### src/design/mve_pkg.sv
// Shared widths, constants and controller/datapath interface types for the velocity estimator.
package mve_pkg;

  localparam int POS_W   = 32;
  localparam int VEL_W   = 32;
  localparam int STAMP_W = 48;
  localparam int CFG_W   = 32;
  localparam int AXES    = 3;
  localparam int AXIS_W  = 2;

  localparam int AVG_TAPS_DEF = 5;
  localparam int POS_BITS_DEF = 32;

  // Velocity scale from meters per microsecond to meters per second.
  localparam int SCALE_W   = 20;
  localparam int MUL_BIT_W = $clog2(SCALE_W);
  localparam logic [SCALE_W-1:0] SCALE = SCALE_W'(1000000);

  localparam logic [CFG_W-1:0] PATH_INTERVAL_RST = CFG_W'(100000);

  typedef struct packed {
    logic                 first;
    logic                 load;
    logic                 mul_clr;
    logic                 mul_step;
    logic [MUL_BIT_W-1:0] mul_bit;
    logic                 raw_fault;
    logic                 raw_div;
    logic                 div_vel;
    logic                 div_avg;
    logic                 axis_done;
    logic                 out_load;
    logic [AXIS_W-1:0]    axis;
  } mve_cmd_t;

  typedef struct packed {
    logic fault;
    logic div_done;
    logic avg_done;
  } mve_status_t;

endpackage

### src/design/mocap_velocity_estimator.sv
// Top level of the motion capture velocity estimator.
// The first sample after reset sets the origin and gives no result; every later sample gives
// one result with the position relative to the origin, a 5-tap (AVG_TAPS) averaged velocity
// per axis in m/s, its timestamp, a path mark and a zero-elapsed-time fault flag. Samples are
// taken one at a time. Per axis there is a scale multiply, the velocity division in a restoring
// divider that gives one quotient bit per cycle over POS_BITS + 21 bits, and a reciprocal
// multiply for the average; the sample is taken in before the axes and the result loaded
// after them. A sample with zero elapsed time skips the multiply and the division. The result
// load waits while the previous result is still stalled. A finished result waits in the
// output register while the next sample is taken in. path_interval may be written at any
// time the block is idle.
module mocap_velocity_estimator import mve_pkg::*; #(
  parameter int AVG_TAPS = AVG_TAPS_DEF,
  parameter int POS_BITS = POS_BITS_DEF
) (
  input  logic                    clk_i,
  input  logic                    rst_ni,
  input  logic                    cfg_valid_i,
  output logic                    cfg_ready_o,
  input  logic [CFG_W-1:0]        cfg_data_i,
  input  logic                    in_valid_i,
  output logic                    in_stall_o,
  input  logic signed [POS_W-1:0] pos_x_i,
  input  logic signed [POS_W-1:0] pos_y_i,
  input  logic signed [POS_W-1:0] pos_z_i,
  input  logic [STAMP_W-1:0]      stamp_us_i,
  output logic                    out_valid_o,
  input  logic                    out_stall_i,
  output logic signed [POS_W-1:0] rel_x_o,
  output logic signed [POS_W-1:0] rel_y_o,
  output logic signed [POS_W-1:0] rel_z_o,
  output logic signed [VEL_W-1:0] vel_x_o,
  output logic signed [VEL_W-1:0] vel_y_o,
  output logic signed [VEL_W-1:0] vel_z_o,
  output logic [STAMP_W-1:0]      out_stamp_o,
  output logic                    path_mark_o,
  output logic                    time_fault_o
);

  mve_cmd_t    cmd;
  mve_status_t status;

  assign cfg_ready_o = 1'b1;

  mve_ctrl u_ctrl (
    .clk_i       (clk_i),
    .rst_ni      (rst_ni),
    .in_valid_i  (in_valid_i),
    .in_stall_o  (in_stall_o),
    .out_valid_o (out_valid_o),
    .out_stall_i (out_stall_i),
    .status_i    (status),
    .cmd_o       (cmd)
  );

  mve_datapath #(
    .AVG_TAPS (AVG_TAPS),
    .POS_BITS (POS_BITS)
  ) u_datapath (
    .clk_i        (clk_i),
    .rst_ni       (rst_ni),
    .cmd_i        (cmd),
    .status_o     (status),
    .cfg_we_i     (cfg_valid_i && cfg_ready_o),
    .cfg_data_i   (cfg_data_i),
    .pos_x_i      (pos_x_i),
    .pos_y_i      (pos_y_i),
    .pos_z_i      (pos_z_i),
    .stamp_us_i   (stamp_us_i),
    .rel_x_o      (rel_x_o),
    .rel_y_o      (rel_y_o),
    .rel_z_o      (rel_z_o),
    .vel_x_o      (vel_x_o),
    .vel_y_o      (vel_y_o),
    .vel_z_o      (vel_z_o),
    .out_stamp_o  (out_stamp_o),
    .path_mark_o  (path_mark_o),
    .time_fault_o (time_fault_o)
  );

endmodule

### src/design/mve_divider.sv
// Restoring divider, one quotient bit per cycle, used for the velocity division.
module mve_divider import mve_pkg::*; #(
  parameter int DIV_W = POS_BITS_DEF + 1 + SCALE_W
) (
  input  logic               clk_i,
  input  logic               rst_ni,
  input  logic               start_i,
  input  logic [DIV_W-1:0]   dividend_i,
  input  logic [STAMP_W-1:0] divisor_i,
  output logic               done_o,
  output logic [DIV_W-1:0]   quotient_o
);

  localparam int CNT_W = $clog2(DIV_W + 1);

  logic               busy_q, busy_d;
  logic               done_q, done_d;
  logic [CNT_W-1:0]   cnt_q, cnt_d;
  logic [DIV_W-1:0]   quo_q, quo_d;
  logic [STAMP_W-1:0] rem_q, rem_d;
  logic [STAMP_W-1:0] divisor_q;
  logic [STAMP_W:0]   rem_s;
  logic               ge;

  always_comb begin
    rem_s = {rem_q, quo_q[DIV_W-1]};
    ge    = rem_s >= {1'b0, divisor_q};
    busy_d = busy_q;
    done_d = 1'b0;
    cnt_d  = cnt_q;
    quo_d  = quo_q;
    rem_d  = rem_q;
    if (start_i) begin
      busy_d = 1'b1;
      cnt_d  = CNT_W'(DIV_W);
      quo_d  = dividend_i;
      rem_d  = '0;
    end else if (busy_q) begin
      quo_d = {quo_q[DIV_W-2:0], ge};
      rem_d = ge ? STAMP_W'(rem_s - {1'b0, divisor_q}) : rem_s[STAMP_W-1:0];
      cnt_d = cnt_q - CNT_W'(1);
      if (cnt_q == CNT_W'(1)) begin
        busy_d = 1'b0;
        done_d = 1'b1;
      end
    end
  end

  always_ff @(posedge clk_i or negedge rst_ni) begin
    if (!rst_ni) begin
      busy_q <= 1'b0;
      done_q <= 1'b0;
      cnt_q  <= '0;
    end else begin
      busy_q <= busy_d;
      done_q <= done_d;
      cnt_q  <= cnt_d;
    end
  end

  always_ff @(posedge clk_i) begin
    quo_q <= quo_d;
    rem_q <= rem_d;
    if (start_i) begin
      divisor_q <= divisor_i;
    end
  end

  assign done_o     = done_q;
  assign quotient_o = quo_q;

endmodule

### src/design/mve_datapath.sv
// Datapath: origin and history registers, scale multiply, velocity divider, averaging, results.
module mve_datapath import mve_pkg::*; #(
  parameter int AVG_TAPS = AVG_TAPS_DEF,
  parameter int POS_BITS = POS_BITS_DEF
) (
  input  logic                      clk_i,
  input  logic                      rst_ni,
  input  mve_cmd_t                  cmd_i,
  output mve_status_t               status_o,
  input  logic                      cfg_we_i,
  input  logic [CFG_W-1:0]          cfg_data_i,
  input  logic signed [POS_W-1:0]   pos_x_i,
  input  logic signed [POS_W-1:0]   pos_y_i,
  input  logic signed [POS_W-1:0]   pos_z_i,
  input  logic [STAMP_W-1:0]        stamp_us_i,
  output logic signed [POS_W-1:0]   rel_x_o,
  output logic signed [POS_W-1:0]   rel_y_o,
  output logic signed [POS_W-1:0]   rel_z_o,
  output logic signed [VEL_W-1:0]   vel_x_o,
  output logic signed [VEL_W-1:0]   vel_y_o,
  output logic signed [VEL_W-1:0]   vel_z_o,
  output logic [STAMP_W-1:0]        out_stamp_o,
  output logic                      path_mark_o,
  output logic                      time_fault_o
);

  localparam int HIST_LEN = AVG_TAPS - 1;
  localparam int DIFF_W   = POS_BITS + 1;
  localparam int DIV_W    = DIFF_W + SCALE_W;
  localparam int SUM_W    = VEL_W + $clog2(AVG_TAPS) + 1;

  // The average divides by a reciprocal: floor(x * AVG_RECIP / 2^AVG_SH) equals
  // floor(x / AVG_TAPS) for every x below 2^SUM_W. The product is built a chunk per cycle.
  localparam int AVG_SH     = SUM_W + $clog2(AVG_TAPS);
  localparam int RECIP_W    = SUM_W + 1;
  localparam int CHUNK_W    = 12;
  localparam int AVG_CHUNKS = (SUM_W + CHUNK_W - 1) / CHUNK_W;
  localparam int AVG_X_W    = AVG_CHUNKS * CHUNK_W;
  localparam int ACC_W      = AVG_X_W + RECIP_W;
  localparam int PP_W       = CHUNK_W + RECIP_W;
  localparam int AVG_CNT_W  = $clog2(AVG_CHUNKS + 1);
  localparam logic [RECIP_W-1:0] AVG_RECIP =
      RECIP_W'(((64'd1 << AVG_SH) + 64'(AVG_TAPS - 1)) / 64'(AVG_TAPS));

  logic [CFG_W-1:0]           path_interval_q;
  logic signed [POS_BITS-1:0] origin_q   [AXES];
  logic signed [POS_BITS-1:0] prev_rel_q [AXES];
  logic signed [POS_BITS-1:0] rel_q      [AXES];
  logic signed [POS_BITS-1:0] pos_in     [AXES];
  logic [STAMP_W-1:0]         prev_stamp_q, last_mark_q, stamp_q, dt_q;
  logic [DIV_W-1:0]           prod_q;
  logic signed [VEL_W-1:0]    raw_q, raw_d;
  logic                       tot_neg_q;
  logic signed [VEL_W-1:0]    hist_q   [AXES][HIST_LEN];
  logic signed [SUM_W-1:0]    runsum_q [AXES];
  logic signed [VEL_W-1:0]    vel_q    [AXES];
  logic signed [VEL_W-1:0]    vel_out_q [AXES];
  logic signed [POS_W-1:0]    rel_out_q [AXES];
  logic [STAMP_W-1:0]         out_stamp_q;
  logic                       mark_q, fault_q;
  logic [AVG_X_W-1:0]         avg_x_q;
  logic [ACC_W-1:0]           avg_acc_q;
  logic [AVG_CNT_W-1:0]       avg_cnt_q;
  logic                       avg_busy_q, avg_done_q;

  logic signed [DIFF_W-1:0] diff;
  logic                     diff_neg;
  logic [DIFF_W-1:0]        diff_mag;
  logic [VEL_W:0]           lim, qsat, qneg, avg_mag, avg_neg;
  logic signed [SUM_W-1:0]  tot;
  logic                     tot_neg;
  logic [SUM_W-1:0]         tot_mag;
  logic [PP_W-1:0]          avg_pp;
  logic [DIV_W-1:0]         quotient;
  logic [STAMP_W-1:0]       since_mark;
  logic                     mark;
  logic                     fault;

  assign pos_in[0] = POS_BITS'(pos_x_i);
  assign pos_in[1] = POS_BITS'(pos_y_i);
  assign pos_in[2] = POS_BITS'(pos_z_i);

  assign fault = (dt_q == '0);

  always_comb begin
    diff     = DIFF_W'(rel_q[cmd_i.axis]) - DIFF_W'(prev_rel_q[cmd_i.axis]);
    diff_neg = diff[DIFF_W-1];
    diff_mag = diff_neg ? DIFF_W'(-diff) : DIFF_W'(diff);

    // Largest magnitude the raw velocity may take for this sign.
    lim  = {1'b0, 1'b1, {(VEL_W-1){1'b0}}} - {{VEL_W{1'b0}}, ~diff_neg};
    qsat = (quotient > DIV_W'(lim)) ? lim : quotient[VEL_W:0];
    qneg = (VEL_W+1)'(0) - qsat;

    raw_d = raw_q;
    if (cmd_i.raw_fault) begin
      if (diff_neg) begin
        raw_d = {1'b1, {(VEL_W-1){1'b0}}};
      end else if (diff == '0) begin
        raw_d = '0;
      end else begin
        raw_d = {1'b0, {(VEL_W-1){1'b1}}};
      end
    end else if (cmd_i.raw_div) begin
      raw_d = diff_neg ? qneg[VEL_W-1:0] : qsat[VEL_W-1:0];
    end

    tot     = SUM_W'(raw_q) + runsum_q[cmd_i.axis];
    tot_neg = tot[SUM_W-1];
    tot_mag = tot_neg ? SUM_W'(-tot) : SUM_W'(tot);

    avg_pp  = PP_W'(avg_x_q[AVG_X_W-1 -: CHUNK_W]) * PP_W'(AVG_RECIP);
    avg_mag = avg_acc_q[AVG_SH +: VEL_W+1];
    avg_neg = (VEL_W+1)'(0) - avg_mag;

    since_mark = stamp_q - last_mark_q;
    mark       = since_mark > STAMP_W'(path_interval_q);
  end

  mve_divider #(
    .DIV_W (DIV_W)
  ) u_divider (
    .clk_i      (clk_i),
    .rst_ni     (rst_ni),
    .start_i    (cmd_i.div_vel),
    .dividend_i (prod_q),
    .divisor_i  (dt_q),
    .done_o     (status_o.div_done),
    .quotient_o (quotient)
  );

  assign status_o.fault    = fault;
  assign status_o.avg_done = avg_done_q;

  always_ff @(posedge clk_i or negedge rst_ni) begin
    if (!rst_ni) begin
      path_interval_q <= PATH_INTERVAL_RST;
      prev_stamp_q    <= '0;
      last_mark_q     <= '0;
      avg_busy_q      <= 1'b0;
      avg_done_q      <= 1'b0;
      avg_cnt_q       <= '0;
      for (int a = 0; a < AXES; a++) begin
        origin_q[a]   <= '0;
        prev_rel_q[a] <= '0;
        runsum_q[a]   <= '0;
        for (int k = 0; k < HIST_LEN; k++) begin
          hist_q[a][k] <= '0;
        end
      end
    end else begin
      if (cfg_we_i) begin
        path_interval_q <= cfg_data_i;
      end
      if (cmd_i.first) begin
        prev_stamp_q <= stamp_us_i;
        for (int a = 0; a < AXES; a++) begin
          origin_q[a]   <= pos_in[a];
          prev_rel_q[a] <= '0;
        end
      end
      if (cmd_i.load) begin
        prev_stamp_q <= stamp_us_i;
      end
      avg_done_q <= 1'b0;
      if (cmd_i.div_avg) begin
        avg_busy_q <= 1'b1;
        avg_cnt_q  <= AVG_CNT_W'(AVG_CHUNKS);
      end else if (avg_busy_q) begin
        avg_cnt_q <= avg_cnt_q - AVG_CNT_W'(1);
        if (avg_cnt_q == AVG_CNT_W'(1)) begin
          avg_busy_q <= 1'b0;
          avg_done_q <= 1'b1;
        end
      end
      if (cmd_i.axis_done) begin
        for (int a = 0; a < AXES; a++) begin
          if (AXIS_W'(a) == cmd_i.axis) begin
            prev_rel_q[a] <= rel_q[a];
            runsum_q[a]   <= runsum_q[a] + SUM_W'(raw_q) - SUM_W'(hist_q[a][HIST_LEN-1]);
            for (int k = HIST_LEN - 1; k > 0; k--) begin
              hist_q[a][k] <= hist_q[a][k-1];
            end
            hist_q[a][0] <= raw_q;
          end
        end
      end
      if (cmd_i.out_load && mark) begin
        last_mark_q <= stamp_q;
      end
    end
  end

  always_ff @(posedge clk_i) begin
    if (cmd_i.load) begin
      stamp_q <= stamp_us_i;
      dt_q    <= stamp_us_i - prev_stamp_q;
      for (int a = 0; a < AXES; a++) begin
        rel_q[a] <= pos_in[a] - origin_q[a];
      end
    end
    if (cmd_i.mul_clr) begin
      prod_q <= '0;
    end else if (cmd_i.mul_step) begin
      // Scale multiply, one constant bit per cycle, most significant first.
      prod_q <= (prod_q << 1) + (SCALE[cmd_i.mul_bit] ? DIV_W'(diff_mag) : '0);
    end
    raw_q <= raw_d;
    if (cmd_i.div_avg) begin
      tot_neg_q <= tot_neg;
      avg_x_q   <= AVG_X_W'(tot_mag);
      avg_acc_q <= '0;
    end else if (avg_busy_q) begin
      // Most significant chunk first, so the accumulated product shifts up each cycle.
      avg_x_q   <= avg_x_q << CHUNK_W;
      avg_acc_q <= (avg_acc_q << CHUNK_W) + ACC_W'(avg_pp);
    end
    if (cmd_i.axis_done) begin
      for (int a = 0; a < AXES; a++) begin
        if (AXIS_W'(a) == cmd_i.axis) begin
          vel_q[a] <= tot_neg_q ? avg_neg[VEL_W-1:0] : avg_mag[VEL_W-1:0];
        end
      end
    end
    if (cmd_i.out_load) begin
      out_stamp_q <= stamp_q;
      mark_q      <= mark;
      fault_q     <= fault;
      for (int a = 0; a < AXES; a++) begin
        rel_out_q[a] <= POS_W'(rel_q[a]);
        vel_out_q[a] <= vel_q[a];
      end
    end
  end

  assign rel_x_o      = rel_out_q[0];
  assign rel_y_o      = rel_out_q[1];
  assign rel_z_o      = rel_out_q[2];
  assign vel_x_o      = vel_out_q[0];
  assign vel_y_o      = vel_out_q[1];
  assign vel_z_o      = vel_out_q[2];
  assign out_stamp_o  = out_stamp_q;
  assign path_mark_o  = mark_q;
  assign time_fault_o = fault_q;

endmodule

### src/design/mve_ctrl.sv
// Controller: three axes, each multiply and divide (both skipped on fault), then average.
module mve_ctrl import mve_pkg::*; (
  input  logic        clk_i,
  input  logic        rst_ni,
  input  logic        in_valid_i,
  output logic        in_stall_o,
  output logic        out_valid_o,
  input  logic        out_stall_i,
  input  mve_status_t status_i,
  output mve_cmd_t    cmd_o
);

  localparam logic [2:0] S_IDLE  = 3'd0;
  localparam logic [2:0] S_START = 3'd1;
  localparam logic [2:0] S_MUL   = 3'd2;
  localparam logic [2:0] S_DGO   = 3'd3;
  localparam logic [2:0] S_DIV1  = 3'd4;
  localparam logic [2:0] S_AVG   = 3'd5;
  localparam logic [2:0] S_DIV2  = 3'd6;
  localparam logic [2:0] S_OUT   = 3'd7;

  localparam logic [AXIS_W-1:0] LAST_AXIS = AXIS_W'(AXES - 1);

  logic [2:0]           state_q, state_d;
  logic                 started_q, started_d;
  logic [AXIS_W-1:0]    axis_q, axis_d;
  logic [MUL_BIT_W-1:0] cnt_q, cnt_d;
  logic                 out_valid_q, out_valid_d;
  logic                 accept;

  assign in_stall_o  = (state_q != S_IDLE);
  assign accept      = in_valid_i && !in_stall_o;
  assign out_valid_o = out_valid_q;

  always_comb begin
    state_d     = state_q;
    started_d   = started_q;
    axis_d      = axis_q;
    cnt_d       = cnt_q;
    out_valid_d = out_valid_q && out_stall_i;
    cmd_o       = '0;
    cmd_o.axis    = axis_q;
    cmd_o.mul_bit = cnt_q;
    case (state_q)
      S_IDLE: begin
        if (accept) begin
          if (!started_q) begin
            cmd_o.first = 1'b1;
            started_d   = 1'b1;
          end else begin
            cmd_o.load = 1'b1;
            axis_d     = '0;
            state_d    = S_START;
          end
        end
      end
      S_START: begin
        if (status_i.fault) begin
          cmd_o.raw_fault = 1'b1;
          state_d         = S_AVG;
        end else begin
          cmd_o.mul_clr = 1'b1;
          cnt_d         = MUL_BIT_W'(SCALE_W - 1);
          state_d       = S_MUL;
        end
      end
      S_MUL: begin
        cmd_o.mul_step = 1'b1;
        if (cnt_q == '0) begin
          state_d = S_DGO;
        end else begin
          cnt_d = cnt_q - MUL_BIT_W'(1);
        end
      end
      S_DGO: begin
        cmd_o.div_vel = 1'b1;
        state_d       = S_DIV1;
      end
      S_DIV1: begin
        if (status_i.div_done) begin
          cmd_o.raw_div = 1'b1;
          state_d       = S_AVG;
        end
      end
      S_AVG: begin
        cmd_o.div_avg = 1'b1;
        state_d       = S_DIV2;
      end
      S_DIV2: begin
        if (status_i.avg_done) begin
          cmd_o.axis_done = 1'b1;
          if (axis_q == LAST_AXIS) begin
            state_d = S_OUT;
          end else begin
            axis_d  = axis_q + AXIS_W'(1);
            state_d = S_START;
          end
        end
      end
      S_OUT: begin
        // The result register is reused only once the previous result is transferred.
        if (!out_valid_q || !out_stall_i) begin
          cmd_o.out_load = 1'b1;
          out_valid_d    = 1'b1;
          state_d        = S_IDLE;
        end
      end
      default: begin
        state_d = S_IDLE;
      end
    endcase
  end

  always_ff @(posedge clk_i or negedge rst_ni) begin
    if (!rst_ni) begin
      state_q     <= S_IDLE;
      started_q   <= 1'b0;
      axis_q      <= '0;
      cnt_q       <= '0;
      out_valid_q <= 1'b0;
    end else begin
      state_q     <= state_d;
      started_q   <= started_d;
      axis_q      <= axis_d;
      cnt_q       <= cnt_d;
      out_valid_q <= out_valid_d;
    end
  end

endmodule

### config.mk
export PLATFORM = sky130hd
export DESIGN_NAME = mocap_velocity_estimator
export DESIGN_NICKNAME = d
export VERILOG_FILES = /design/src/design/mve_pkg.sv /design/src/design/mocap_velocity_estimator.sv /design/src/design/mve_divider.sv /design/src/design/mve_datapath.sv /design/src/design/mve_ctrl.sv
export SDC_FILE = /design/constraint.sdc
export NUM_CORES = 2
export LEC_CHECK = 0
export ABC_AREA = 1
export BUFFER_PORTS_ARGS = -buffer_cell sky130_fd_sc_hd__buf_2
export CAP_MARGIN = 20
export CORE_ASPECT_RATIO = 0.9
export CORE_MARGIN = 5
export CORE_UTILIZATION = 50
export CTS_CLUSTER_SIZE = 20
export DETAILED_ROUTE_END_ITERATION = 6
export GPL_ROUTABILITY_DRIVEN = 1
export PLACE_DENSITY = 0.76
export SLEW_MARGIN = 10
export SYNTH_ARGS = -nofsm -noshare
export SYNTH_HDL_FRONTEND = slang
export SYNTH_SLANG_ARGS = --single-unit
### constraint.sdc
create_clock -name clk_i -period 13.9 [get_ports clk_i]
set_input_delay 1.39 -clock clk_i [delete_from_list [all_inputs] [get_ports clk_i]]
set_output_delay 1.39 -clock clk_i [all_outputs]
set_load 0.05 [all_outputs]
* Word level (Yosys, flattened, before mapping)
Memories as Yosys holds them, arrays and structs flattened.
Cells that the tools add are included.
W data, S select, Z words.
** Word-level totals
- Bits of input ports :: 181
- Logic and storage cells :: 235
- Memories :: 5
- ROM bits :: 32
- Output and inout bits :: 245
- Flip-flop bits (word level) :: 1324
- Memory bits (writable) :: 384
** Cells by class
- Magnitude comparators :: 5
- $add $sub $neg :: 25
- Muxes and demuxes :: 100
- Eq/ne operators :: 21
- Multiply operators :: 1
- Bitwise operators :: 2
- Reduce and logical (&&, ||, !) cells :: 28
** Memory list
- u_datapath.rel_out_q :: depth 3, bits a word 32, read ports 3, clocked after memory_dff 0, wr ports 3, line mve_datapath.sv:58 : logic signed [POS_W-1:0] rel_out_q [AXES];
- u_datapath.rel_q :: depth 3, bits a word 32, read ports 4, clocked after memory_dff 0, wr ports 3, line mve_datapath.sv:48 : logic signed [POS_BITS-1:0] rel_q [AXES];
- u_datapath.vel_out_q :: depth 3, bits a word 32, read ports 3, clocked after memory_dff 0, wr ports 3, line mve_datapath.sv:57 : logic signed [VEL_W-1:0] vel_out_q [AXES];
- u_datapath.vel_q :: depth 3, bits a word 32, read ports 3, clocked after memory_dff 0, wr ports 1, line mve_datapath.sv:56 : logic signed [VEL_W-1:0] vel_q [AXES];
- (no name shown) :: depth 32, bits a word 1, read ports 1, clocked after memory_dff 0, wr ports 0, line mve_datapath.sv:206 : prod_q <= (prod_q << 1) + (SCALE[cmd_i.mul_bit] ? DIV_W'(diff_mag) : '0);
** Operators with widths (count)
- $mux W32 :: 13
- $mux W96 :: 2
- $mux W36 :: 5
- $mux W48 :: 3
- $sub A48 B48 Y48 :: 3
- $add A36 B32 Y36 :: 3
- $sub A36 B32 Y36 :: 3
- $mux W53 :: 2
- $sub A32 B32 Y32 :: 3
- $bmux W36 S2 :: 1
- $add A71 B49 Y71 :: 1
- $mux W33 :: 2
- $bmux W32 S2 :: 1
- $reduce_or A32 Y1 :: 2
- $sub A1 B32 Y32 const A :: 2
- $add A53 B53 Y53 :: 1
- $gt A53 B33 Y1 :: 1
- $ge A49 B48 Y1 :: 1
- $gt A48 B32 Y1 :: 1
- $logic_not A48 Y1 :: 1
- $mul A12 B36 Y48 const B :: 1
- $mux W1 :: 45
- $add A32 B36 Y36 :: 1
- $neg A36 Y36 :: 1
- other kinds (42) :: 83

* Depth between registers and ports, before layout
- Word-level depth :: 13
- Gate-level depth with buffers :: 49
- Gate-level depth less buffers :: 46

* Cells and area by module
Synthesis repeated with hierarchy kept, for this count alone.
** Second synthesis, totals
- Cell total of the unflattened synthesis :: 11820
- Area, all modules :: 99686.9 µm²
** Modules (own cells, without submodules)
- mve_datapath :: area each 88075.7 µm², instances 1, cells an instance 10113, seq. area each 40876.7 µm²
- mve_divider :: area each 10715.3 µm², instances 1, cells an instance 1591, seq. area each 4194.0 µm²
- mve_ctrl :: area each 884.6 µm², instances 1, cells an instance 114, seq. area each 300.3 µm²
- mocap_velocity_estimator :: area each 11.3 µm², instances 1, cells an instance 2, seq. area each 0.0 µm²

* Least setup slack after synthesis
Ideal clock, no wire load.
- Path type :: input to register
- Start point :: input in_valid_i
- End point :: register u_datapath.dt_q[0], enable pin
- Buffers on the path :: 0
- Cell stages on the path :: 4
- Slack :: 3.414 ns
- Setup time :: 0.748 ns
- Data arrival time :: 9.738 ns
- Data required time :: 13.152 ns
- Cell sequence :: inv_1 > nor2_1 > inv_1 > nor2_1
** RTL lines
- start, declared :: line mocap_velocity_estimator.sv:21 : input logic in_valid_i,
- end signal, assigned :: line mve_datapath.sv:197 : dt_q <= stamp_us_i - prev_stamp_q;
- end, declared :: line mve_datapath.sv:50 : logic [STAMP_W-1:0] prev_stamp_q, last_mark_q, stamp_q, dt_q;

* Final worst setup path
- Start point :: register u_ctrl.axis_q[0]
- End point :: register u_datapath.prod_q[40]
** Between the ends
- Longest elaborated chain between the ends :: 9
- Elaborated cells on any way between the ends :: 10
- Those cells by class :: 3 x add/sub; 5 x mux; 1 x bitwise; 1 x memory
** RTL lines
- start, declared :: line mve_ctrl.sv:26 : logic [AXIS_W-1:0] axis_q, axis_d;
- start signal, assigned :: line mve_ctrl.sv:124 : axis_q <= axis_d;
- $not A2 Y3 (not written as such) :: line mve_datapath.sv:86 : diff = DIFF_W'(rel_q[cmd_i.axis]) - DIFF_W'(prev_rel_q[cmd_i.axis]);
- $bmux W32 S2 :: line mve_datapath.sv:86
- $mux W32 (not written as such) (2 in series) :: line mve_datapath.sv:86
- $sub A32 B32 Y33 * :: line mve_datapath.sv:86
- $neg A33 Y33 :: line mve_datapath.sv:88 : diff_mag = diff_neg ? DIFF_W'(-diff) : DIFF_W'(diff);
- $mux W33 * :: line mve_datapath.sv:88
- $mux W33 * :: line mve_datapath.sv:206
- $add A53 B53 Y53 * :: line mve_datapath.sv:206
- end signal, assigned :: line mve_datapath.sv:206
- end, declared :: line mve_datapath.sv:51 : logic [DIV_W-1:0] prod_q;
Mark *: on every way between the ends. The rest lies on a longest branch, timed or not. The select of a mux whose other input is x is not followed.
A chain may end at the register's enable or synchronous reset.

==> metrics.csv <==
stage,metric,value,unit
cells_and_area,layout overhead on the synthesized area,10.9,%
grt,global-route wire length before repair,408,mm
floorplan,number of top-level pins,426,
grt,GR Overflow Total,0,
cells_and_area,number of inserted filler cells in the final layout,17200,
cts,hold_buf cts,0,
floorplan,# rows,154,
cts,Inserted Clock Buffers,179,
floorplan,starting density of the core,50.1,%
cts,Resized cells post-CTS,0,
floorplan,chip width,476,microns
cells_and_area,register area,45400,sq um
logic_synthesis,ys flop type,dfrtp_1,
logic_synthesis,Area contributors post-synth,"edfxtp_1, dfrtp_1, nand2_1",
cts,CTS tree,built,
placed_design,number of I/O port buffers,424,
sta,Worst slew margin,21.7,%
setup_path,"most used cell, CP",a21oi_1,
cells_and_area,fraction of layout cells with a size suffix above 1,7.66,%
routing,post-detailed-route DRC marker count,0,
setup_path,type of the worst setup path,register to register,
grt,antenna violations before repair,23,
logic_synthesis,async set-reset flop share out of synthesis,49.0,%
logic_synthesis,post-synth top area share,21.5,%
logic_synthesis,yosys warns,0,
setup_path,biggest cell delay along the critical path,880,ps
grt,largest net degree at the start of global routing,146,
grt,via count of the first global-routing pass,75200,
setup_path,sort of element at the end of the critical path,register,
logic_synthesis,Post-Syn Instances,11300,
placed_design,detailed placer's ending HPWL,189,mm
sta,Worst Tran Pin Value,1170,ps
sta,aggregate negative setup slack,0,ps
setup_path,arrival time at the worst endpoint,9230,ps
outcome,run status,completed,
routing,detailed-route vias per instance,5.43,
placed_design,Placed Area,102000,sq um
logic_synthesis,most frequent cell after synthesis,nand2_1,
sta,Final Hold Fails,0,
setup_path,crit path max-delay cell type,buf_4,
cells_and_area,Final Cell Area,109000,sq um
logic_synthesis,Avg Synthesized Cell Area,8.66,sq um
routing,WL/cell,17.8,microns
cts,"Reg clk slew, reported paths",60,ps
sta,"Min Clock Period, post-route",8520,ps
cts,buffers inserted during post-CTS setup optimization,0,
placed_design,Final GP Congestion,0.941,
routing,first-pass iteration count of the detailed router,6,
sta,ratio of final minimum period to clock period,61.3,%
logic_synthesis,portion of the post-synthesis area used by sequential elements,46.4,%
cts,CTS Sinks,1707,
routing,total vias in the final route,78000,
setup_path,Crit path required time,14610,ps
routing,post-route ant nets,0,
cells_and_area,final net count,12600,
sta,count of pins over their slew limit,0,
cells_and_area,total area of multi-input combinational cells,45200,sq um
job,Max Cap Violations,0,
sta,Peak Freq,0.117,GHz
logic_synthesis,number of flops mapped to enable cells by yosys,700,
cts,maximum root-to-sink buffer count,3,
logic_synthesis,summed instance area of the synthesized netlist,97900,sq um
floorplan,Die Outline Area,205000,sq um
logic_synthesis,"Distinct cells, synth",72,
setup_path,maximum fanout count along the critical path,99,
cts,Skew-Pair Late Insertion Delay,840,ps
routing,total wire length after detailed routing,256,mm
sta,unrepaired setup endpoints after global routing,no,
logic_synthesis,flip-flop and latch count after synthesis,1707,
sta,skew final,47.1,ps
routing,number of DRC markers in iteration 0,6452,
hold_path,worst min-delay path category,register to register,
setup_path,sort of element at the start of the critical path,register,
cts,buffer type at the clock tree root,clkbuf_16,
grt,aggregate global-route resource usage,24.4,%
logic_synthesis,most frequent cells after synthesis,"nand2_1, inv_1, o21ai_0, a21oi_1, dfrtp_1",
logic_synthesis,syn nets,12300,
floorplan,Die Height,430,microns
logic_synthesis,cell type with the highest aggregate area in the netlist,edfxtp_1,
floorplan,placeable core region,195000,sq um
cts,H-tree depth,4,
sta,setup violators final,0,
## through the flow
stage / hold WS, ps / utilization [%] / worst slack (ps) / instances
2_1_floorplan: 400 / - / 3410 / 11300
3_3_place_gp: 401 / 52.5 / 5680 / 14000
3_5_place_dp: 405 / 52.5 / 5640 / 14000
4_1_cts: 417 / 55.6 / 5540 / 14300
5_1_grt: 423 / 55.6 / 4410 / 14400
6_report: 409 / 55.6 / 5380 / 14400
## cell type report
type | count | share of cell area (%)
Antenna cell | 16 | 0.0369
Inverter | 1602 | 5.55
Sequential cell | 1707 | 41.8
Clock buffer | 234 | 4.57
Timing Repair Buffer | 481 | 2.43
Tap cell | 2574 | 2.97
Multi-Input combinational cell | 7646 | 41.6
Clock inverter | 98 | 1.05
## worst paths after layout
| path | endpoint | startpoint | slack, ps | cells after the start |
|---|---|---|---|---|
| hold / removal | u_datapath.vel_out_q[0][16] | u_datapath.vel_q[0][16] | 410 | 0 |
| setup reg to reg | u_datapath.prod_q[40] | u_ctrl.axis_q[0] | 5380 | 39 |
| setup / recovery | u_datapath.prod_q[40] | u_ctrl.axis_q[0] | 5380 | 39 |
| hold reg to reg | u_datapath.vel_out_q[0][16] | u_datapath.vel_q[0][16] | 410 | 0 |
| max in group asynchronous | u_datapath.runsum_q[45] | rst_ni | 10430 | 4 |
| min in group asynchronous | u_datapath.path_interval_q[0] | rst_ni | 490 | 1 |
## routing by layer
metal	global-route usage (%)	up-vias	part of all wire, %
met1	34.3	37200	46
met5	0	-	0.018
met3	4.28	412	6.3
met2	38.8	2307	45
met4	7.22	6	2.9
li1	-	38000	-
## state kept, by name, summed over array words and instances (netlist names), 70 cells and up
signal / cells
u_datapath.runsum_q: 108
u_datapath.prev_rel_q: 96
u_datapath.vel_out_q: 96
u_datapath.rel_q: 96
u_datapath.rel_out_q: 96
u_datapath.avg_acc_q: 70
u_datapath.vel_q: 96
u_datapath.hist_q: 384
u_datapath.origin_q: 96
## cells by family (layout without fill, tap and decap cells)
logic type,count (synthesis),in the layout,synth area share [%]
AND/OR/NAND/NOR,3908,3908,16.3
AO/OA/AOI/OAI,2406,2406,13.6
adder cells (fa/ha/maj),787,787,11.3
other,1,17,0.00383
buffers and inverters,1956,2415,7.57
XOR/XNOR,540,540,4.83
multiplexers,4,4,0.0460
flip-flops,1707,1707,46.4
## layout by cell type (no fill, tap or decap), drive strengths merged, types with 14 or more instances in the layout
cell / netlist / final
a21boi: 29 / 29
nor2: 705 / 705
buf: 61 / 481
o21ai: 1073 / 1073
nor4: 41 / 41
o21a: 44 / 44
nand4: 84 / 84
o31ai: 16 / 16
o21bai: 74 / 74
edfxtp: 700 / 700
clkinv: 8 / 55
nand2: 2506 / 2506
dfxtp: 171 / 171
a21oi: 859 / 859
clkinvlp: 0 / 16
fa: 161 / 161
a211oi: 17 / 17
dfrtp: 830 / 830
a2bb2oi: 31 / 31
nand3b: 14 / 14
or2: 33 / 33
clkbuf: 293 / 234
xnor2: 195 / 195
ha: 626 / 626
a31oi: 95 / 95
nor3: 91 / 91
bufinv: 0 / 17
nand3: 417 / 417
o211ai: 57 / 57
diode: 0 / 16
xor2: 345 / 345
a21o: 25 / 25
o221ai: 29 / 29
inv: 1594 / 1612
## critical path: cells and delay by family (launching register included)
| family | cells | cell delay (ps) |
|---|---|---|
| flops | 1 | 360 |
| xor+xnor | 2 | 640 |
| compound gates | 17 | 2990 |
| buf+inv | 6 | 1990 |
| simple gates | 12 | 1560 |
| fa+ha+maj | 2 | 780 |
Power is left out: the tool's default activity adds up to more than one toggle a clock period on the data nets, which glitch-free logic cannot reach.
